**src/hw/rtl/css_pkg.sv**
```systemverilog
`timescale 1ns / 1ps

package css_pkg;

    // Default sizes
    localparam int NODES_DEF     = 256;
    localparam int STATIONS_DEF  = 32;
    localparam int DIST_BITS_DEF = 24;

    // Fixed field widths
    localparam int NODE_W      = 8;
    localparam int DIST_W      = 24;
    localparam int SLOT_W      = 5;
    localparam int CMD_W       = 3;
    localparam int COST_OUT_W  = 25;
    localparam int COUNT_W     = 6;

    // Job queue between front and back
    localparam int QUEUE_DEPTH = 2;

    // Configuration port
    localparam int APB_ADDR_W  = 3;
    localparam int APB_DATA_W  = 32;
    localparam logic REG_STATION_COUNT = 1'b0;
    localparam logic REG_MAX_RANGE     = 1'b1;
    localparam logic [DIST_W-1:0] MAX_RANGE_RST = '1;

    // Command codes on the input channel
    localparam logic [CMD_W-1:0] CMD_LOAD_DIST = 3'd0;
    localparam logic [CMD_W-1:0] CMD_LOAD_STN  = 3'd1;
    localparam logic [CMD_W-1:0] CMD_DETOUR    = 3'd2;
    localparam logic [CMD_W-1:0] CMD_FEASIBLE  = 3'd3;
    localparam logic [CMD_W-1:0] CMD_NEAREST   = 3'd4;

    typedef enum logic [2:0] {
        OP_NONE,
        OP_LOAD_DIST,
        OP_LOAD_STN,
        OP_DETOUR,
        OP_FEASIBLE,
        OP_NEAREST
    } css_op_t;

    typedef enum logic [1:0] {
        BK_IDLE,
        BK_SCAN,
        BK_DONE
    } css_bk_state_t;

    typedef struct packed {
        logic [CMD_W-1:0]  command;
        logic [NODE_W-1:0] from_node;
        logic [NODE_W-1:0] to_node;
        logic [DIST_W-1:0] distance_value;
        logic [SLOT_W-1:0] station_slot;
        logic [NODE_W-1:0] station_id;
        logic [DIST_W-1:0] limit;
    } css_in_t;

    typedef struct packed {
        logic                  found;
        logic [NODE_W-1:0]     best_station;
        logic [COST_OUT_W-1:0] best_cost;
    } css_out_t;

    typedef struct packed {
        css_op_t           op;
        logic [NODE_W-1:0] from_node;
        logic [NODE_W-1:0] to_node;
        logic [DIST_W-1:0] distance_value;
        logic [SLOT_W-1:0] station_slot;
        logic [NODE_W-1:0] station_id;
        logic [DIST_W-1:0] limit;
        logic              slot_ok;
    } css_job_t;

    typedef struct packed {
        logic [COUNT_W-1:0] station_count;
        logic [DIST_W-1:0]  max_range;
    } css_cfg_t;

endpackage

```
**src/hw/rtl/css_queue.sv**
```systemverilog
`timescale 1ns / 1ps

module css_queue (
    input  logic              aclk,
    input  logic              aresetn,
    input  logic              in_valid,
    output logic              in_ready,
    input  css_pkg::css_job_t in_job,
    output logic              out_valid,
    input  logic              out_ready,
    output css_pkg::css_job_t out_job
);

    localparam int DEPTH = css_pkg::QUEUE_DEPTH;
    localparam int PW    = (DEPTH > 1) ? $clog2(DEPTH) : 1;
    localparam int CNTW  = $clog2(DEPTH + 1);

    css_pkg::css_job_t ent_reg [DEPTH];
    logic [PW-1:0]     wr_ptr_reg;
    logic [PW-1:0]     rd_ptr_reg;
    logic [CNTW-1:0]   count_reg;
    logic              push;
    logic              pop;

    assign in_ready  = count_reg != CNTW'(DEPTH);
    assign out_valid = count_reg != '0;
    assign out_job   = ent_reg[rd_ptr_reg];
    assign push      = in_valid && in_ready;
    assign pop       = out_valid && out_ready;

    // Advance pointers and fill count
    always_ff @(posedge aclk) begin
        if (!aresetn) begin
            wr_ptr_reg <= '0;
            rd_ptr_reg <= '0;
            count_reg  <= '0;
        end else begin
            if (push) begin
                wr_ptr_reg <= (wr_ptr_reg == PW'(DEPTH - 1)) ? '0 : wr_ptr_reg + 1'b1;
            end
            if (pop) begin
                rd_ptr_reg <= (rd_ptr_reg == PW'(DEPTH - 1)) ? '0 : rd_ptr_reg + 1'b1;
            end
            if (push && !pop) begin
                count_reg <= count_reg + 1'b1;
            end else if (pop && !push) begin
                count_reg <= count_reg - 1'b1;
            end
        end
    end

    // Hold queued items
    always_ff @(posedge aclk) begin
        if (push) begin
            ent_reg[wr_ptr_reg] <= in_job;
        end
    end

endmodule

```
**config.mk**
```make
export PLATFORM = sky130hd
export DESIGN_NAME = css_queue
export DESIGN_NICKNAME = d
export VERILOG_FILES = /design/src/hw/rtl/css_pkg.sv /design/src/hw/rtl/css_queue.sv
export SDC_FILE = /design/constraint.sdc
export NUM_CORES = 1
export LEC_CHECK = 0
export BUFFER_PORTS_ARGS = -buffer_cell sky130_fd_sc_hd__buf_2
export CAP_MARGIN = 15
export CORE_MARGIN = 10
export CORE_UTILIZATION = 46
export CTS_BUF_LIST = sky130_fd_sc_hd__clkbuf_4 sky130_fd_sc_hd__clkbuf_8
export CTS_CLUSTER_SIZE = 30
export DETAILED_ROUTE_END_ITERATION = 8
export PLACE_DENSITY = 0.85
export SYNTH_ARGS = -nofsm -noshare
export SYNTH_HDL_FRONTEND = slang
export SYNTH_SLANG_ARGS = --single-unit
```
**constraint.sdc**
```tcl
create_clock -name aclk -period 2.8 [get_ports aclk]
set_input_delay 0 -clock aclk [delete_from_list [all_inputs] [get_ports aclk]]
set_output_delay 0 -clock aclk [all_outputs]
set_load 0.01 [all_outputs]
```
==> summary.md, run 1 <==
| Metric | Value |
|---|---|
| Result of the run | complete, no violations |
| DRT antenna net count | 0 |
| Largest family of logic cells by synthesized area | multiplexers |
| Switching power | 1860 uW |
| Power Internal | 4770 uW |
| Worst slew pin tran | 0.607 ns |
| Adder-Cell Fraction of Synth Area | 0.206% |
| Multiplexer share of the synthesized area | 15.0% |
| Sequential group share of total power | 49.6% |
| Number of nets in the finished design | 628 |
| Clock slew at reported path FFs | 0.08 ns |
| Critical path arrival | 2.05 ns |
| Clk network pwr share | 24.8% |
| Total Wirelength | 13.5 mm |
| XOR/XNOR share of the synthesized area | 0.432% |
| Global-route wire length before repair | 21.0 mm |
| Number of I/O pins | 168 |
| Width of the die | 135 um |
| Placer's final routability congestion estimate | 0.714 |
| Static leakage | 0.00315 uW |
| Utilization after layout | 65.5% |
| Reg-to-reg endpoint | ent_reg[1][5] |
| Cell type with the highest aggregate area in the netlist | edfxtp_1 |
| Classification of the worst setup path | reg2out |
| Worst reg-to-reg setup slack | 0.90 ns |
| Number of enable flip-flop cells after synthesis | 162 |
| Prevailing post-synth register cell | edfxtp_1 |
| CTS H-Tree Depth | 4 |
| Period Utilization, post-route | 73.1% |
| Final Hold Viols | 0 |
| Most frequent cells after synthesis | edfxtp_1 (162), mux2_2 (81), buf_4 (8) |
| Core outline area | 12,800 sq um |
| Clock period minus worst slack | 2.05 ns |
| Count of max-cap constraint violations | 0 |
| Routed via count | 3,455 |
| Netlist area before placement | 6080 sq um |
| Cell types occupying the most area after synthesis | edfxtp_1 (80%), mux2_2 (15%), dfxtp_1 (1.6%) |
| Met3 Track Usage GR | 6.38% |
| Routed length per instance | 18.6 um |
| Hold Crit Class | in2reg |
| Insertion delay of the later-clocked pin in the worst-skew pair | 0.44 ns |
| Number of setup violations in the final report | 0 |
| Number of cell rows | 41 |
| Number of global-route vias before repair | 3,910 |
| Max reg flops | 162 |
| Number of iterations in the first detailed-routing pass | 4 |
| Fraction of met2 tracks used by global routing | 27.0% |
| Pin count of the biggest net entering global routing | 45 |
| Resize count post-CTS | 0 |
| Total global routing overflow | 0 |
| Crit Reg-Reg Startpoint | count_reg[0] |
| Most used routing layer | met2 |
| Aggregate negative setup slack | 0 ns |
| Type of element launching the critical path | register |
| Die boundary height | 135 um |
| Length in cells of the worst reg-to-reg path | 3 |
| Drt initial violations | 179 |
| Synth Area in Compound Gates | 0.576% |
| Achievable clock frequency | 489 MHz |
| Number of buffers between clock root and the deepest sink | 2 |
| Synthesis-stage register bit count | 167 |
| Worst Hold Path Cells | 4 |
| RSZ-0062 raised after global routing | false |
| Met1 routing resource usage after global routing | 15.2% |
| Power density of the placed cells | 792 nW/um^2 |
| Syn Nets | 362 |
| Sequential fraction of the synthesis area | 81.6% |
| Post-CTS Setup Bufs | 0 |
| Basic-gate share of the synthesized area counting and, or, nand and nor cells | 1.07% |
| Total number of yosys warnings | 0 |
| Hold wc startpoint | out_ready |
| Total clock sinks | 167 |
| Share of total power in combinational logic | 25.6% |
| Global-route usage over all layers | 15.1% |
| Post-DP HPWL | 8.58 mm |
| Port-buffer cells | 167 |
| Synth Area per Inst | 22.0 sq um |
| Endpoint class of the critical path | primary output |
| Worst setup skew after layout | 0.00721 ns |
| TritonCTS clock tree | built |
| Number of remaining DRC errors | 0 |
| Fraction of power spent switching nets | 28.0% |
| Clock buffers created by TritonCTS | 17 |
| Req. time, crit path | 2.80 ns |
| Yosys top cell area share | 80.0% |
| DR vias/cell | 4.75 |
| Count of hold-fix buffers inserted at cts | 83 |
| Antenna Cells | 0 |
| Post-synthesis instance total | 276 |
| Antenna violations before repair | 0 |
| Worst IR Drop VDD | 0.594 mV |
| Largest fanout of any net on the critical path | 44 |
| Max-Slew Margin vs Limit | 59.6% |
| Starting density of the core | 47.6% |
| CTS root buffer | clkbuf_8 |
| Die area | 18,200 sq um |
| Signed area change from the synthesized netlist to the final layout | 37.6% |
| Most frequent cell after synthesis | edfxtp_1 |
| Synth unique cells | 20 |
| Total count of max-transition violations in the final report | 0 |
| Post-synthesis async set-or-reset flop share | 0% |
| Proportion of layout cells with a drive suffix above 1 | 52.3% |
## how the worst max path moves through the flow
stage                 startpoint             end  slack (ns)  cells past startpoint
detailed placement  count_reg[0]  ent_reg[1][61]        0.89                      3
CTS                     register     out_job[27]        0.68                      3
finish                  register     out_job[55]        0.75                      3
global route            register     out_job[55]        0.61                      3
floorplan           count_reg[0]   ent_reg[0][0]        0.13                      3
global placement    count_reg[0]   ent_reg[1][0]        0.99                      3
## cells by family after synthesis
| family | after synthesis |
|---|---|
| mux | 81 |
| flops | 167 |
| simple gates | 9 |
| fa+ha+maj | 1 |
| compound gates | 5 |
| buf+inv | 10 |
| xor+xnor | 3 |
## power by group through the flow
stage	Combinational, uW	Sequential [uW]	Clock, uW
2_1_floorplan	1060	3250	0
3_3_place_gp	1580	3330	0
3_5_place_dp	1610	3350	0
4_1_cts	1720	3300	1690
5_1_grt	1830	3330	1790
6_report	1700	3290	1640
## metal layers
layer  up-vias  wire length, um
met4         0              240
met2       119             7300
met3        19             1020
met5         -                0
met1      1686             4960
li1       1631                -
## area by class of cell
class | count | area [sq um]
sequential | 167 | 4970
clock inverter | 15 | 155
clock buffer | 17 | 234
fill | 865 | 4400
timing repair buffer | 256 | 1740
tap | 172 | 215
multi-input combinational | 99 | 1060
inverter | 1 | 5.00
## worst max-delay path: stages, from the launching register on
cell	delay, ns
dfxtp_4	0.74
buf_12	0.32
mux2_2	0.38
buf_2	0.15
## per-stage QoR
stage                     cell area (sq um)  setup slack (ns)  std cells  power [uW]  hold WS (ns)
after floorplan                        6090             0.127        276        4310        0.0989
after global placement                 7150             0.988        612        4900         0.188
after detailed placement               7150             0.889        612        4970         0.192
after CTS                              8370             0.679        727        6700       0.00881
after global routing                   8370             0.614        727        6960        0.0602
final                                  8370             0.753        727        6630        0.0435
## cells in the final DEF, fill, tap and decap left out, drive strengths merged
cell type      n
clkinvlp       1
mux2          81
xor2           1
or2            1
bufinv         2
buf          173
inv            2
nand2b         1
and3           1
a21boi         2
and2           4
dfxtp          5
clkinv        11
or3            1
edfxtp       162
clkbuf        17
a21bo          1
ha             1
nand3b         1
dlygate4sd3   83
xnor2          2
o21ai          2
(Power assumes the default switching activity.)
==> inputs of run 2 (changes only) <==
ABC_AREA = 1   (was default)
PLACE_DENSITY = 0.82   (was 0.85)
clock period = 2.12 ns   (was 2.8 ns; I/O delays follow)
==> run 2 against run 1 <==
Net effect:
- routed wire length grew 2.1%
- clock skew grew 0.0064 ns
- sequential power grew 32%
- synthesized cell count grew 4.7%
- via count grew 1.4%
- cell count grew 2.9%
- setup slack lost 0.50 ns
- register-to-register slack lost 0.31 ns
- critical endpoint is now out_job[60]
- highest routed layer unchanged
==> summary.md, run 2 <==
| Metric | Value |
|---|---|
| Result of the run | complete, no violations |
| Hold wc startpoint | in_job[11] |
| Power density of the placed cells | 1060 nW/um^2 (+34%) |
| Netlist area before placement | 6490 sq um (+6.6%) |
| Sequential fraction of the synthesis area | 76.5% (-5.1 points) |
| Signed area change from the synthesized netlist to the final layout | 35.3% |
| Post-synthesis instance total | 289 (+4.7%) |
| Die boundary height | 139 um (+2.8%) |
| Width of the die | 139 um (+2.8%) |
| Yosys top cell area share | 75.0% (-5.0 points) |
| Clock period minus worst slack | 1.87 ns |
| Clock buffers created by TritonCTS | 17 (unchanged) |
| Max-Slew Margin vs Limit | 66.9% (+7.3 points) |
| Number of cell rows | 43 (+4.9%) |
| Area of the multi-input gates | 1350 sq um (+28%) |
| Number of setup violations in the final report | 0 (unchanged) |
| Global-route usage over all layers | 14.2% (-0.83 points) |
| Largest fanout of any net on the critical path | 40 (-9.1%) |
| Worst reg-to-reg setup slack | 0.59 ns (-0.31 ns) |
| Post-synthesis async set-or-reset flop share | 0% (unchanged) |
| Total cell area at the placement stage | 7500 sq um (+4.9%) |
| Port-buffer cells | 167 (unchanged) |
| Commonest non-fill, non-tap cell in the layout | buf_2 |
| Worst slew pin tran | 0.497 ns (-0.109 ns) |
| Placer's final routability congestion estimate | 0.732 (+2.6%) |
| Cell type with the highest aggregate area in the netlist | edfxtp_1 |
| Utilization after layout | 63.5% (-2.0 points) |
| Number of nets in the finished design | 641 (+2.1%) |
| Worst setup skew after layout | 0.0136 ns (+0.00637 ns) |
| Total count of max-transition violations in the final report | 0 (unchanged) |
| Routed length per instance | 18.5 um (-0.75%) |
| DR vias/cell | 4.68 (-1.5%) |
| Count of max-cap constraint violations | 0 (unchanged) |
| Worst IR Drop VDD | 0.751 mV (+26%) |
| Core outline area | 13,800 sq um (+8.2%) |
| Combined flip-flop and latch cell area | 4970 sq um (about the same) |
| Clock slew at reported path FFs | 0.09 ns (about the same) |
| Pin count of the biggest net entering global routing | 82 (+82%) |
| Cell types occupying the most area after synthesis | edfxtp_1 (75%), mux2_4 (19%), buf_12 (2.5%) |
| Number of enable flip-flop cells after synthesis | 162 (unchanged) |
| Max reg flops | 162 (unchanged) |
| CTS root buffer | clkbuf_8 |
| TritonCTS clock tree | built |
| Total clock sinks | 167 (unchanged) |
| Global-route wire length before repair | 21.7 mm (+3.1%) |
| Proportion of layout cells with a drive suffix above 1 | 51.4% (-0.84 points) |
| Hold Crit Class | in2reg |
| Number of buffers between clock root and the deepest sink | 2 (unchanged) |
| Routed via count | 3,503 (+1.4%) |
| Total global routing overflow | 0 (unchanged) |
| Type of element launching the critical path | register |
| Worst Hold Path Cells | 2 (-2) |
| Final cell count without fillers | 748 (+2.9%) |
| Final Hold Viols | 0 (unchanged) |
| Number of iterations in the first detailed-routing pass | 4 (unchanged) |
| Worst Hold Endpoint | ent_reg[0][11] |
| Most frequent cell after synthesis | edfxtp_1 |
| Post-route standard cell area excluding fillers | 8780 sq um (+4.9%) |
| Static leakage | 0.00350 uW (+11%) |
| Total number of yosys warnings | 0 (unchanged) |
| Classification of the worst setup path | reg2out |
| Period Utilization, post-route | 88.1% |
| Die area | 19,300 sq um (+5.6%) |
| Starting density of the core | 46.9% (-0.71 points) |
| DRT antenna net count | 0 (unchanged) |
| Most used cells in the layout excluding fill and tap cells | buf_2 (167), edfxtp_1 (162), dlygate4sd3_1 (84) |
| Insertion delay of the later-clocked pin in the worst-skew pair | 0.45 ns (about the same) |
| Endpoint class of the critical path | primary output |
| Length in cells of the worst reg-to-reg path | 5 (+2) |
| Req. time, crit path | 2.12 ns (-0.68 ns) |
| Drt initial violations | 183 (+2.2%) |
| Synth Area per Inst | 22.5 sq um (+1.8%) |
| RSZ-0062 raised after global routing | false |
| Placed cell count | 632 (+3.3%) |
| Prevailing post-synth register cell | edfxtp_1 |
| CTS H-Tree Depth | 4 (unchanged) |
| Total Wirelength | 13.8 mm (+2.1%) |
| Critical path arrival | 1.87 ns (-0.18 ns) |
| Post-DP HPWL | 8.64 mm (+0.64%) |
| Synth unique cells | 15 (-25%) |
| Synthesis-stage register bit count | 167 (unchanged) |
| Crit Reg-Reg Startpoint | count_reg[0] |
| Number of remaining DRC errors | 0 (unchanged) |
| Antenna Cells | 0 (unchanged) |
| Syn Nets | 375 (+3.6%) |
| Most frequent cells after synthesis | edfxtp_1 (162), mux2_4 (80), nand2_1 (9) |
| Number of global-route vias before repair | 3,903 (-0.18%) |
| Antenna violations before repair | 0 (unchanged) |
| Number of I/O pins | 168 (unchanged) |
| Fill count | 962 (+11%) |
| Achievable clock frequency | 535 MHz |
| Reg-to-reg endpoint | ent_reg[1][72] |
-- run 2: cell types whose count changed in the layout (fill, tap and decap cells not counted), sizes merged, moves of 4 or more --
cell,before,now
nand2,0,9
clkinv,11,4
inv,2,8
and2,4,0
nor2,0,8
clkbuf,17,23
-- run 2: worst max-delay path by stage --
stage	end	slack (ns)	cells after the start
finish	out_job[60]	0.25	3
floorplan	ent_reg[0][0]	-0.05	4
global placement	ent_reg[0][76]	0.69	5
CTS	out_job[60]	0.20	3
global route	out_job[60]	0.15	3
detailed placement	ent_reg[0][70]	0.63	5
-- run 2: cells by family after synthesis --
logic type               after synthesis  synth area share (%)
AO/OA/AOI/OAI                          4                 0.347
buffers and inverters                 17                  3.10
multiplexers                          81                  18.7
adder cells (fa/ha/maj)                1                 0.193
AND/OR/NAND/NOR                       19                  1.16
flip-flops                           167                  76.5
-- run 2: what timing repair did --
| item | 4_1_cts | 5_1_grt |
|---|---|---|
| gates resized for setup | 0 | 0 |
| hold endpoints to repair | 167 | 0 |
| setup buffers | 0 | 0 |
| hold buffers | 84 | 0 |
-- run 2: power by group --
part | leakage (uW) | switching [uW] | internal, uW
Sequential | 0.00155 | 175 | 4170
Clock | 0.000225 | 1060 | 1380
Combinational | 0.00172 | 1230 | 1300
Total | 0.00350 | 2460 | 6840
-- run 2: layer usage --
layer / global-route usage [%] / wire [um] / vias to the layer above / share of wire [%]
met5: 0 / 0 / - / 0
met4: 4.56 / 153 / 0 / 1.1
met3: 5.41 / 809 / 18 / 5.9
met2: 25.2 / 7480 / 122 / 54
met1: 15.4 / 5360 / 1711 / 39
li1: - / - / 1652 / -
-- run 2: worst max-delay path, stage by stage (launching register included) --
cell     delay [ns]
dfxtp_4        0.55
buf_12         0.32
mux2_2         0.38
buf_2          0.14
-- run 2: layout make-up --
| type | instances | share of cell area, % |
|---|---|---|
| Inverter | 8 | 0.342 |
| Multi-Input combinational cell | 105 | 15.4 |
| Tap cell | 180 | 2.57 |
| Clock inverter | 9 | 1.72 |
| Sequential cell | 167 | 56.6 |
| Clock buffer | 23 | 3.25 |
| Timing Repair Buffer | 256 | 20.1 |
-- run 2: metrics by stage --
stage          worst slack (ns)  power (uW)  setup TNS [ns]  hold WS [ns]
5_1_grt                   0.154        9720               0         0.248
3_3_place_gp              0.695        6750               0         0.189
3_5_place_dp              0.635        6840               0         0.192
2_1_floorplan           -0.0473        6110           -5.98        0.0989
4_1_cts                   0.203        9400               0         0.234
6_report                  0.252        9310               0         0.278
==> inputs of run 3 (changes only) <==
CORE_UTILIZATION = 40   (was 46)
PLACE_DENSITY = 0.74   (was 0.82)
==> run 3 against run 2 <==
Net effect:
- flip-flop and latch count is the same
- setup slack better by 0.20 ns
- routed wire length shrank 5.2%
- clock power decreased by 13%
- largest power group unchanged
==> summary.md, run 3 (synthesis gave the netlist of run 2 again) <==
| Metric | Value |
|---|---|
| CTS H-Tree Depth | 4 (unchanged) |
| DRT antenna net count | 0 (unchanged) |
| Global-route wire length before repair | 20.7 mm (-4.6%) |
| Least setup slack across all paths after layout | 0.455 ns (+0.204 ns) |
| Clock period minus worst slack | 1.66 ns (-0.204 ns) |
| Max-Slew Margin vs Limit | 66.8% (about the same) |
| Max reg flops | 162 (unchanged) |
| Total Wirelength | 13.1 mm (-5.2%) |
| Critical path arrival | 1.66 ns (-0.21 ns) |
| Worst slew pin tran | 0.498 ns (+0.000792 ns) |
| RSZ-0062 raised after global routing | false |
| Port-buffer cells | 167 (unchanged) |
| Clock slew at reported path FFs | 0.09 ns (about the same) |
| Aggregate negative setup slack | 0 ns (unchanged) |
| Final Hold Viols | 0 (unchanged) |
| Antenna Cells | 0 (unchanged) |
| Post-CTS Setup Bufs | 0 (unchanged) |
| Number of nets in the finished design | 640 (-0.16%) |
| Drt initial violations | 153 (-16%) |
| Proportion of layout cells with a drive suffix above 1 | 50.7% (-0.70 points) |
| Core outline area | 15,900 sq um (+15%) |
| DR vias/cell | 4.43 (-5.5%) |
| Number of I/O pins | 168 (unchanged) |
| Worst IR Drop VDD | 0.765 mV (+1.8%) |
| Die boundary height | 147 um (+6.2%) |
| Minimum setup slack after placement | 0.617 ns (-0.0178 ns) |
| Static leakage | 0.00345 uW (-1.4%) |
| Starting density of the core | 40.8% (-6.1 points) |
| Routed via count | 3,461 (-1.2%) |
| Signed area change from the synthesized netlist to the final layout | 34.8% |
| Routed length per instance | 16.7 um (-9.3%) |
| Post-DP HPWL | 8.47 mm (-1.9%) |
| Result of the run | complete, no violations |
| Width of the die | 147 um (+6.2%) |
| Period Utilization, post-route | 78.5% (-9.6 points) |
| Commonest non-fill, non-tap cell in the layout | buf_2 |
| Number of cell rows | 46 (+7.0%) |
| Total clock sinks | 167 (unchanged) |
| Insertion delay of the later-clocked pin in the worst-skew pair | 0.44 ns (about the same) |
| Hold Crit Class | in2reg |
| CTS root buffer | clkbuf_8 |
| Number of global-route vias before repair | 3,909 (+0.15%) |
| Count of hold-fix buffers inserted at cts | 84 (unchanged) |
| TritonCTS clock tree | built |
| Number of iterations in the first detailed-routing pass | 4 (unchanged) |
| Most used cells in the layout excluding fill and tap cells | buf_2 (167), edfxtp_1 (162), dlygate4sd3_1 (84) |
| Die area | 21,700 sq um (+13%) |
| Antenna violations before repair | 0 (unchanged) |
| Total global routing overflow | 0 (unchanged) |
| Classification of the worst setup path | reg2out |
| Count of max-cap constraint violations | 0 (unchanged) |
| Endpoint class of the critical path | primary output |
| Largest fanout of any net on the critical path | 39 (-2.5%) |
| Pin count of the biggest net entering global routing | 82 (unchanged) |
| Number of remaining DRC errors | 0 (unchanged) |
| Clock buffers created by TritonCTS | 17 (unchanged) |
| Number of buffers between clock root and the deepest sink | 2 (unchanged) |
| Worst setup skew after layout | 0.0123 ns (-0.00126 ns) |
| Total count of max-transition violations in the final report | 0 (unchanged) |
| Achievable clock frequency | 601 MHz (+12%) |
| Placer's final routability congestion estimate | 0.700 (-4.4%) |
| Number of setup violations in the final report | 0 (unchanged) |
| Req. time, crit path | 2.12 ns (about the same) |
| Global-route usage over all layers | 12.0% (-2.2 points) |
| Resize count post-CTS | 0 (unchanged) |
| Type of element launching the critical path | register |
| Power density of the placed cells | 1020 nW/um^2 (-3.4%) |
run 3: routing by layer:
metal / vias to the layer above / track usage [%] / wire length, um / share of wire (%)
li1: 1645 / - / - / -
met1: 1688 / 13.2 / 5120 / 39
met2: 119 / 21.0 / 6970 / 53
met3: 9 / 4.73 / 861 / 6.6
met4: 0 / 3.87 / 135 / 1.0
met5: - / 0 / 0 / 0
run 3: through the flow:
stage	util [%]	total power, uW	instance area (sq um)	instances	hold WS [ns]
5_1_grt	55.0	9420	8740	782	0.246
6_report	55.0	8960	8740	782	0.281
4_1_cts	55.0	9100	8740	782	0.231
3_3_place_gp	47.5	6770	7540	667	0.187
3_5_place_dp	47.5	6850	7540	667	0.193
2_1_floorplan	-	6110	6520	289	0.0989
run 3: area by class of cell:
class	instances	area, sq um
clock inverters	11	109
multi-input cells	105	1350
clock buffers	20	256
inverters	8	30.0
well taps	216	270
flip-flops and latches	167	4970
fillers	1265	7140
repair buffers	255	1760
run 3: path summary, 6_finish.rpt:
kind                     start        endpoint  slack (ns)  cells past startpoint
hold / removal      in_job[47]  ent_reg[1][47]        0.28                      2
hold reg to reg     wr_ptr_reg      wr_ptr_reg        0.56                      2
setup / recovery      register     out_job[60]        0.46                      3
setup reg to reg  count_reg[0]   ent_reg[0][6]        0.57                      5
run 3: worst max-delay path, cell delays in order, from the launching register on:
cell and delay, ns:
dfxtp_4 0.38, buf_12 0.28, mux2_2 0.38, buf_2 0.14
run 3: report_power, final:
part	internal, uW	switching, uW	total, uW	leakage [uW]
Clock	1060	1060	2120	0.000181
Combinational	1290	1240	2530	0.00172
Sequential	4170	134	4310	0.00155
Total	6520	2440	8960	0.00345
